**src/hw/rtl/mkdlp_pkg.sv**
```systemverilog
// Shared widths, reset values and register codes for the key debounce unit.
`default_nettype none

package mkdlp_pkg;

	// Fixed field widths of the channels and of the per-key counters.
	localparam int KEY_MASK_W = 6;
	localparam int PRESS_W    = 8;
	localparam int RELEASE_W  = 8;
	localparam int HOLD_W     = 16;
	localparam int CFG_IDX_W  = 2;
	localparam int CFG_DATA_W = 16;

	typedef logic [KEY_MASK_W-1:0] key_mask_t;
	typedef logic [PRESS_W-1:0]    press_cnt_t;
	typedef logic [RELEASE_W-1:0]  release_cnt_t;
	typedef logic [HOLD_W-1:0]     hold_cnt_t;
	typedef logic [CFG_IDX_W-1:0]  cfg_idx_t;
	typedef logic [CFG_DATA_W-1:0] cfg_data_t;

	// Configuration register indexes.
	localparam cfg_idx_t REG_PRESS_FILTER   = 2'd0;
	localparam cfg_idx_t REG_RELEASE_FILTER = 2'd1;
	localparam cfg_idx_t REG_LONG_TICKS     = 2'd2;

	// Register reset values.
	localparam press_cnt_t   RST_PRESS_FILTER   = 8'd2;
	localparam release_cnt_t RST_RELEASE_FILTER = 8'd10;
	localparam hold_cnt_t    RST_LONG_TICKS     = 16'd400;

endpackage

`default_nettype wire

```
**src/hw/rtl/multi_key_debounce_long_press_unit.sv**
```systemverilog
// Multi-key debounce with long-press detection, top level.
//
// Usage: one input transfer per scan tick carries pressed_mask, one raw
// pressed bit per key. Every accepted transfer produces exactly one result
// transfer with key_events (the event flag of each key) and any_long_press.
// Both channels use valid/stall: a transfer happens on a rising edge where
// valid is high and stall is low. The input register takes the item at its
// transfer edge; the item moves on into the result register, which sets
// out_valid, as soon as that register is empty or being taken. One item
// can be taken in every cycle while the receiver does not stall, since
// each key's update is a short compare and increment between those two
// registers. When the receiver stalls, the result register holds;
// the input register still accepts one more item, and in_stall rises only
// while both registers are full and out_stall is high. Configuration is
// written through cfg_valid/cfg_ready/cfg_index/cfg_data (ready is always
// high) and must only be written while idle; an index beyond the register
// list is ignored. Reset loads the register reset values, empties both
// pipeline registers and clears the key state; release counts reset to 10.
`default_nettype none

module multi_key_debounce_long_press_unit #(
	parameter int NUM_KEYS = 6
) (
	input  wire                      clk,
	input  wire                      arst_n,
	// Input channel.
	input  wire                      in_valid,
	output logic                     in_stall,
	input  wire  mkdlp_pkg::key_mask_t pressed_mask,
	// Result channel.
	output logic                     out_valid,
	input  wire                      out_stall,
	output mkdlp_pkg::key_mask_t     key_events,
	output logic                     any_long_press,
	// Configuration write channel.
	input  wire                      cfg_valid,
	output logic                     cfg_ready,
	input  wire  mkdlp_pkg::cfg_idx_t  cfg_index,
	input  wire  mkdlp_pkg::cfg_data_t cfg_data
);
	import mkdlp_pkg::*;

	// Raw and event vectors are widened so that any key count fits; keys
	// beyond the mask width always read released.
	localparam int RAW_W = (NUM_KEYS > KEY_MASK_W) ? NUM_KEYS : KEY_MASK_W;

	// Configuration registers.
	press_cnt_t   press_filter_q;
	release_cnt_t release_filter_q;
	hold_cnt_t    long_ticks_q;

	// Input stage.
	logic      valid_s1;
	key_mask_t mask_s1;
	logic      advance;

	// Per-key state.
	press_cnt_t   press_cnt_q   [NUM_KEYS];
	release_cnt_t release_cnt_q [NUM_KEYS];
	hold_cnt_t    hold_cnt_q    [NUM_KEYS];
	logic [NUM_KEYS-1:0] down_q;
	logic [NUM_KEYS-1:0] event_q;
	logic [NUM_KEYS-1:0] long_q;

	// Next-state values.
	press_cnt_t   press_cnt_d   [NUM_KEYS];
	release_cnt_t release_cnt_d [NUM_KEYS];
	hold_cnt_t    hold_cnt_d    [NUM_KEYS];
	release_cnt_t release_min   [NUM_KEYS];
	hold_cnt_t    hold_inc      [NUM_KEYS];
	logic [NUM_KEYS-1:0] down_d;
	logic [NUM_KEYS-1:0] event_d;
	logic [NUM_KEYS-1:0] long_d;

	logic [RAW_W-1:0]    raw_wide;
	logic [NUM_KEYS-1:0] raw;
	logic [RAW_W-1:0]    event_wide;

	// Result register.
	logic      out_valid_q;
	key_mask_t key_events_q;
	logic      any_long_q;

	// Configuration writes are always taken.
	assign cfg_ready = 1'b1;

	always_ff @(posedge clk or negedge arst_n) begin
		if (!arst_n) begin
			press_filter_q   <= RST_PRESS_FILTER;
			release_filter_q <= RST_RELEASE_FILTER;
			long_ticks_q     <= RST_LONG_TICKS;
		end else if (cfg_valid) begin
			unique case (cfg_index)
				REG_PRESS_FILTER:   press_filter_q   <= cfg_data[PRESS_W-1:0];
				REG_RELEASE_FILTER: release_filter_q <= cfg_data[RELEASE_W-1:0];
				REG_LONG_TICKS:     long_ticks_q     <= cfg_data[HOLD_W-1:0];
				default: ;
			endcase
		end
	end

	// The input register moves on whenever the result register is empty or
	// its contents are being taken this cycle.
	assign advance  = valid_s1 && (!out_valid_q || !out_stall);
	assign in_stall = valid_s1 && !advance;

	always_ff @(posedge clk or negedge arst_n) begin
		if (!arst_n) begin
			valid_s1 <= 1'b0;
		end else if (!in_stall) begin
			valid_s1 <= in_valid;
		end
	end

	always_ff @(posedge clk) begin
		if (in_valid && !in_stall) begin
			mask_s1 <= pressed_mask;
		end
	end

	assign raw_wide = RAW_W'(mask_s1);
	assign raw      = raw_wide[NUM_KEYS-1:0];

	// Per-key filter and long-press update; every key is independent.
	always_comb begin
		for (int k = 0; k < NUM_KEYS; k++) begin
			press_cnt_d[k]   = press_cnt_q[k];
			release_cnt_d[k] = release_cnt_q[k];
			hold_cnt_d[k]    = hold_cnt_q[k];
			down_d[k]        = down_q[k];
			event_d[k]       = event_q[k];
			long_d[k]        = long_q[k];
			hold_inc[k]      = hold_cnt_q[k] + hold_cnt_t'(1);
			release_min[k]   = (release_cnt_q[k] > release_filter_q) ?
				release_filter_q : release_cnt_q[k];

			if (raw[k]) begin
				if (press_cnt_q[k] > press_filter_q) begin
					// The filter was lowered below the running count.
					press_cnt_d[k] = '0;
				end else if (press_cnt_q[k] < press_filter_q) begin
					press_cnt_d[k] = press_cnt_q[k] + press_cnt_t'(1);
				end else begin
					if (!down_q[k]) begin
						down_d[k]        = 1'b1;
						release_cnt_d[k] = release_filter_q;
					end
					if (long_ticks_q != '0 && hold_cnt_q[k] < long_ticks_q) begin
						hold_cnt_d[k] = hold_inc[k];
						if (hold_inc[k] == long_ticks_q && !long_q[k]) begin
							long_d[k]  = 1'b1;
							event_d[k] = 1'b1;
						end
					end
				end
			end else begin
				press_cnt_d[k] = '0;
				hold_cnt_d[k]  = '0;
				if (release_min[k] != '0) begin
					release_cnt_d[k] = release_min[k] - release_cnt_t'(1);
					if (!down_q[k]) begin
						long_d[k]  = 1'b0;
						event_d[k] = 1'b0;
					end
				end else if (down_q[k]) begin
					// Confirmed release: a short press raises its event flag,
					// a long press clears both flags.
					release_cnt_d[k] = '0;
					down_d[k]        = 1'b0;
					event_d[k]       = !long_q[k];
					long_d[k]        = 1'b0;
				end else begin
					release_cnt_d[k] = '0;
					long_d[k]        = 1'b0;
					event_d[k]       = 1'b0;
				end
			end
		end
	end

	always_ff @(posedge clk or negedge arst_n) begin
		if (!arst_n) begin
			for (int k = 0; k < NUM_KEYS; k++) begin
				press_cnt_q[k]   <= '0;
				release_cnt_q[k] <= RST_RELEASE_FILTER;
				hold_cnt_q[k]    <= '0;
			end
			down_q  <= '0;
			event_q <= '0;
			long_q  <= '0;
		end else if (advance) begin
			for (int k = 0; k < NUM_KEYS; k++) begin
				press_cnt_q[k]   <= press_cnt_d[k];
				release_cnt_q[k] <= release_cnt_d[k];
				hold_cnt_q[k]    <= hold_cnt_d[k];
			end
			down_q  <= down_d;
			event_q <= event_d;
			long_q  <= long_d;
		end
	end

	assign event_wide = RAW_W'(event_d);

	// Result register: loaded with the state as it stands after the update.
	always_ff @(posedge clk or negedge arst_n) begin
		if (!arst_n) begin
			out_valid_q <= 1'b0;
		end else if (advance) begin
			out_valid_q <= 1'b1;
		end else if (!out_stall) begin
			out_valid_q <= 1'b0;
		end
	end

	always_ff @(posedge clk) begin
		if (advance) begin
			key_events_q <= event_wide[KEY_MASK_W-1:0];
			any_long_q   <= |long_d;
		end
	end

	assign out_valid      = out_valid_q;
	assign key_events     = key_events_q;
	assign any_long_press = any_long_q;

	// The input side only stalls while an item is waiting in the input stage.
	a_stall_needs_item: assert property (@(posedge clk) disable iff (!arst_n)
		in_stall |-> valid_s1)
		else $error("input stalled with an empty input stage");

	// Every item that leaves the input stage lands in the result register.
	a_advance_fills_out: assert property (@(posedge clk) disable iff (!arst_n)
		advance |=> out_valid_q)
		else $error("processed item did not reach the result register");

	// A long flag can only be held by a key that is confirmed down.
	a_long_implies_down: assert property (@(posedge clk) disable iff (!arst_n)
		(long_q & ~down_q) == '0)
		else $error("long flag set on a key that is not down");

	// Key state only changes when an item is processed.
	a_state_holds: assert property (@(posedge clk) disable iff (!arst_n)
		!advance |=> $stable(down_q) && $stable(event_q) && $stable(long_q))
		else $error("key state changed without an item");

endmodule

`default_nettype wire
```
**config.mk**
```make
export PLATFORM = sky130hd
export DESIGN_NAME = multi_key_debounce_long_press_unit
export DESIGN_NICKNAME = d
export VERILOG_FILES = /design/src/hw/rtl/mkdlp_pkg.sv /design/src/hw/rtl/multi_key_debounce_long_press_unit.sv
export SDC_FILE = /design/constraint.sdc
export NUM_CORES = 1
export LEC_CHECK = 0
export CAP_MARGIN = 15
export CORE_AREA = 2 2 235 168
export DETAILED_ROUTE_END_ITERATION = 8
export DIE_AREA = 0 0 237 170
export DONT_BUFFER_PORTS = 1
export PLACE_DENSITY = 0.75
export SLEW_MARGIN = 20
export SYNTH_ARGS = -nofsm -noshare
export SYNTH_HDL_FRONTEND = slang
export SYNTH_SLANG_ARGS = --single-unit
```
**constraint.sdc**
```tcl
create_clock -name clk -period 5.7 [get_ports clk]
set_input_delay 0.855 -clock clk [delete_from_list [all_inputs] [get_ports clk]]
set_output_delay 0.855 -clock clk [all_outputs]
set_load 0.05 [all_outputs]
```
Word-level counts from Yosys, hierarchy flattened --
Cells that the tools add are included.
Word-level totals: register bits 257, bits of input ports 29, output and inout port bits 10, word-level logic and storage cells 377
Operators by class: add/sub/neg operators 18, $lt $le $gt $ge 24, eq/ne operators 45, multiplexer cells 194, reduce and logical (&&, ||, !) cells 62
Operators with widths (count):
- $mux 8 | 54
- $mux 16 | 24
- $mux 1 | 116
- $add 16x1->16 const B | 6
- $eq 16x16->1 | 6
- $gt 8x8->1 | 12
- $lt 16x16->1 | 6
- $reduce_and 4->1 | 18
- $add 8x1->8 const B | 6
- $lt 8x8->1 | 6
- $ne 2x2->1 const B | 24
- $reduce_bool 8->1 | 6
- $sub 8x1->8 const B | 6
- $ne 3x1->1 const B | 6
- $reduce_and 2->1 | 9
- $reduce_bool 16->1 | 1
- $logic_and 1x1->1 | 15
- $ne 2x1->1 const B | 7
- $logic_not 1->1 | 10
- $reduce_or 6->1 | 1
- $eq 2x1->1 const B | 1
- $eq 2x2->1 const B | 1
- $logic_not 2->1 | 1
- $logic_or 1x1->1 | 1

Logic depth before layout (Yosys ltp) --
word-level depth 9, mapped depth 18, depth with buffers taken out 16

Least setup slack after synthesis --
Ideal clock, no wire load.
path type flip-flop to flip-flop, from register release_filter_q[1], to register key_events_q[5] (netlist: key_events[5]), data pin, library setup time 0.256 ns, arrival time 3.946 ns, data required time 5.444 ns, slack 1.497 ns, stages on the path, launching flop included 15, buffers on the path 2, period minus slack after synthesis 4.203 ns, path through dfstp_2 clkbuf_1 inv_1 ha_1 nor2b_1 o211ai_1 a21o_1 a21oi_2 clkbuf_1 mux2i_1 ha_1 nand4_1 mux2i_1 mux2_2 a22o_1
On the way: word-level cells in the longest chain between the ends 5
Ends and longest elaborated chain:
- start, declared | RTL line multi_key_debounce_long_press_unit.sv:49 | release_cnt_t release_filter_q;
- start signal, assigned | RTL line multi_key_debounce_long_press_unit.sv:95 | REG_RELEASE_FILTER: release_filter_q <= cfg_data[RELEASE_W-1:0];
- $gt 8x8->1 | RTL line multi_key_debounce_long_press_unit.sv:134 | release_min[k] = (release_cnt_q[k] > release_filter_q) ?
- $mux 8 (*) | RTL line multi_key_debounce_long_press_unit.sv:134
- $reduce_bool 8->1 (*) | RTL line multi_key_debounce_long_press_unit.sv:159 | if (release_min[k] != '0) begin
- $mux 1 (*) | RTL line multi_key_debounce_long_press_unit.sv:159
- $mux 1 (*) | RTL line multi_key_debounce_long_press_unit.sv:137 | if (raw[k]) begin
- net event_d[5] | RTL line multi_key_debounce_long_press_unit.sv:72 | logic [NUM_KEYS-1:0] event_d;
- end signal, assigned | RTL line multi_key_debounce_long_press_unit.sv:218 | key_events_q <= event_wide[KEY_MASK_W-1:0];
- end, declared | RTL line multi_key_debounce_long_press_unit.sv:81 | key_mask_t key_events_q;
Mark *: on every way through the listed nets, which the timed path passes. The rest lies on a longest branch. A chain may end at the register's enable or synchronous reset.

Worst setup path after layout --
from register release_filter_q[3], to register any_long_q (netlist: any_long_press), data pin
On the way: word-level cells in the longest chain between the ends 6, elaborated cells between the ends (all ways) 31, classes of those cells order compare: 6; mux: 18; reduce/logical: 7
Ends and longest elaborated chain:
- $gt 8x8->1 | RTL line multi_key_debounce_long_press_unit.sv:134
- $mux 8 | RTL line multi_key_debounce_long_press_unit.sv:134
- $reduce_bool 8->1 | RTL line multi_key_debounce_long_press_unit.sv:159
- $mux 1 | RTL line multi_key_debounce_long_press_unit.sv:159
- $mux 1 | RTL line multi_key_debounce_long_press_unit.sv:137
- $reduce_or 6->1 (*) | RTL line multi_key_debounce_long_press_unit.sv:219 | any_long_q <= |long_d;
- end signal, assigned | RTL line multi_key_debounce_long_press_unit.sv:219
- end, declared | RTL line multi_key_debounce_long_press_unit.sv:82 | logic any_long_q;
Every way passes the cells marked *; elsewhere a longest branch is shown, timed or not.

==> flow_summary.ini <==
[synth]
syn-num-nets = 2980
yosys.cell_types.count = 94
yosysTopAreaCellShare_pct = 25.0
synth_edf_count = 13
yosys.area.top_type = dfrtp_1
synthesis.area_um2 = 22600
postSynthAreaPerCell_um2 = 8.26
yosys_warnings = 0
synthTopCellsByArea = dfrtp_1 25%, ha_1 12%, o21ai_0 5.6%, nand2_1 4.4%, a21oi_1 3.7%
async_reset_ff_share_pct = 94.9
ys_ff_latch = 257
synth_seq_area_share_pct = 28.9
synthCells = 2735
synth_ff_type = dfrtp_1

[floorplanning]
die_h_um = 170
rows = 60
core_um2 = 37900
dieArea_um2 = 40300
ios = 39
initial_core_util_pct = 59.6
die_w_um = 237

[cts]
postCtsSetupBuffers = 0
cts_buffer_depth = 3
root_buffer = clkbuf_16
clock_latency_ps = 590
cts_num_sinks = 257
clkTransAtPathRegs_ps = 70
htree_levels = 1
numCtsBuffers = 28
cts_tree = yes

[setup_path]
worst-path-stages = 15
crit_path_end = any_long_press$_DFFE_PP_
cp_max_fo = 18
path_delay_family = simple AND/OR/NAND/NOR gates
cp-start-kind = flop
cp_cell_sequence = inv_1 > ha_1 > nand4_1 > nor2_1 > nor2b_1 > nor2_1 > nor2_1 > a21oi_1 > ha_1 > and3_1 > o21ai_0 > nand2_1 > o32ai_1 > nor4b_1 > nand3_1
r2r_setup_slack_ps = 900
slowest_delay_ps = 780
critPathRequiredTime_ps = 6010
cp_slowest_cell = nor2_1
critPathKind = flop to flop
rr_worst_depth = 15
crit_start = release_filter_q[3]$_DFFE_PN1P_
cp.buffers_inverters = 1
r2r_end = any_long_press$_DFFE_PP_
critPathArrivalTime_ps = 5110
cp-end-kind = flop
cpMostUsedCell = nor2_1
r2r_start = release_filter_q[3]$_DFFE_PN1P_

[route]
vias_per_cell = 6.92
avgRoutedWirePerCell_um = 22.8
routed_wl_mm = 72.1
vias = 21941
drtIter0Drc = 2612
drc = 0
ant_nets = 0
drtPass1Iterations = 6

[grt]
grt_pass1_wl_mm = 112
grt_pass1_vias = 20373
grtUsageTotal_pct = 35.1
grt_max_degree = 245
grt_overflow = 0
antenna_found_initial = 2

[power]
p_clk_share_pct = 21.8
swShare_pct = 44.4
power_switching_mw = 3.98
comb_power_share_pct = 46.0
seqPwrFrac_pct = 32.3
power.leakage_nw = 10.1
power_density_nw_per_um2 = 376
vdd_drop_max_mv = 0.309
intPower_mw = 4.99
p_total_mw = 8.97

[sta]
fmax_mhz = 208
finClkSkew_ps = 24.0
fin_crit_sh_pct = 84.2
post-route-min-period_ps = 4800
finalSetupTns_ps = 0
rsz0062_at_grt = no
worst_pin_slew_ps = 1210
setup_viol_count_final = 0
maxSlewHeadroom_pct = 18.8
final_max_slew_viol_count = 0
final_hold_viol_count = 0

[place]
dp_hpwl_mm = 50.0
port_buffers = 0
dp_cells = 3116
gp_congestion = 0.972

[final_layout]
diodes = 0
fin_cells = 3170
drive_above_1_share_pct = 7.67
fin_util_pct = 63.0
area_delta_synth_final_pct = 5.75
final_nets = 2897

[min_path]
worstHoldPathType = input port to async pin

[job]
drv_cap = 0

[status]
status = completed
what timing repair did:
| item | in CTS | in global routing |
|---|---|---|
| hold endpoints to repair | 226 | 122 |
| setup endpoints to repair | 0 | 0 |
| gates resized for setup | 0 | 0 |
power groups by stage:
stage | Sequential, mW | Clock, mW | Combinational (mW)
global placement | 2.88 | 0 | 3.80
detailed placement | 2.89 | 0 | 3.96
CTS | 2.86 | 1.98 | 3.98
global route | 2.95 | 2.04 | 4.58
floorplan | 2.55 | 0 | 3.22
finish | 2.89 | 1.95 | 4.13
cell usage in the layout, fill, tap and decap left out, types with 12 or more instances in the layout:
cell type and count:
xor2_1 64, o21ai_0 252, nor3_1 75, mux2i_1 44
xnor2_1 73, mux2_2 35, or2_2 20, buf_4 45
and4_1 18, nand4_1 67, a22o_1 64, o211ai_1 22
dfrtp_1 226, o22ai_1 21, and2_1 15, ha_1 216
a21o_1 39, a2111oi_0 12, clkbuf_16 28, nor2_1 152
nor3b_1 12, o31ai_1 20, edfxtp_1 13, or3_1 25
nor2b_1 48, nor4_1 49, nand2_1 261, a211oi_1 15
a31oi_1 26, nand2b_1 32, nand3_1 133, o21a_1 21
a21oi_1 165, a22oi_1 22, and3_1 40, dfstp_2 18
inv_1 88
final cells by class:
class | instances | area [um^2]
multi-input cells | 2225 | 15000
fillers | 3212 | 14000
flip-flops and latches | 257 | 6520
clock buffers | 35 | 767
well taps | 496 | 621
repair buffers | 47 | 393
inverters | 93 | 349
clock inverters | 17 | 191
stage by stage:
| step | hold slack (ps) | instance area [um^2] | worst slack [ps] |
|---|---|---|---|
| 3_3_place_gp | 479 | 22900 | 1320 |
| 3_5_place_dp | 495 | 22900 | 1100 |
| 2_1_floorplan | 457 | 22600 | 1500 |
| 4_1_cts | -42.7 | 23800 | 1060 |
| 5_1_grt | 108 | 23900 | 662 |
| 6_report | 126 | 23900 | 899 |
sequential cells by signal, indices dropped and copies added (netlist names):
name and cells:
hold_cnt_q 96, press_cnt_q 48, release_cnt_q 48, long_ticks_q 16
press_filter_q 8, release_filter_q 8, down_q 6, event_q 6
key_events 6, long_q 6, mask_s1 6, any_long_press 1
out_valid 1, valid_s1 1
per-layer routing:
metal	routed length [um]	global-route usage, %	vias up
met2	29300	50.7	1231
li1	-	-	10031
met1	31100	50.3	10478
met4	2730	13.5	2
met3	8970	8.94	199
met5	8	0	-
worst min path at each step:
stage | startpoint | to | slack (ps) | cells after the start
floorplan | valid_s1$_DFFE_PN0N_ | out_valid$_DFFE_PN0P_ | 460 | 1
global placement | event_q[1]$_DFFE_PN0P_ | event_q[1]$_DFFE_PN0P_ | 480 | 1
detailed placement | event_q[1]$_DFFE_PN0P_ | event_q[1]$_DFFE_PN0P_ | 500 | 1
CTS | arst_n | release_cnt_q[14]$_DFFE_PN0P_ | -40 | 0
global route | arst_n | press_filter_q[1]$_DFFE_PN1P_ | 110 | 0
finish | arst_n | long_ticks_q[8]$_DFFE_PN1P_ | 130 | 0
cells in the mapped netlist, drive strengths merged (57+ instances only):
cell and count:
xor2 64, nor2 152, clkbuf 103, nand4 71, a21oi 168, buf 57, nor3 75, xnor2 74
dfrtp 226, o21ai 264, a22o 64, inv 88, nand3 134, nand2 262, ha 216
worst reg2reg max path, cell delays in order, from the launching register on:
cell and delay (ps):
dfstp_2 750, inv_1 410, ha_1 470, nand4_1 140, nor2_1 210, nor2b_1 90
nor2_1 780, nor2_1 120, a21oi_1 220, ha_1 210, and3_1 230, o21ai_0 170
nand2_1 170, o32ai_1 130, nor4b_1 300, nand3_1 110
kinds of logic (layout without fill, tap and decap cells):
family / Yosys count / in the layout / synth area share [%]
other cells: 1 / 1 / 0.0166
flops: 257 / 257 / 28.9
xor+xnor: 139 / 139 / 5.49
buf+inv: 253 / 192 / 4.60
mux: 79 / 79 / 3.69
simple gates: 990 / 990 / 22.6
compound gates: 800 / 800 / 22.8
fa+ha+maj: 216 / 216 / 12.0
Power figures use the tool's default switching activity.
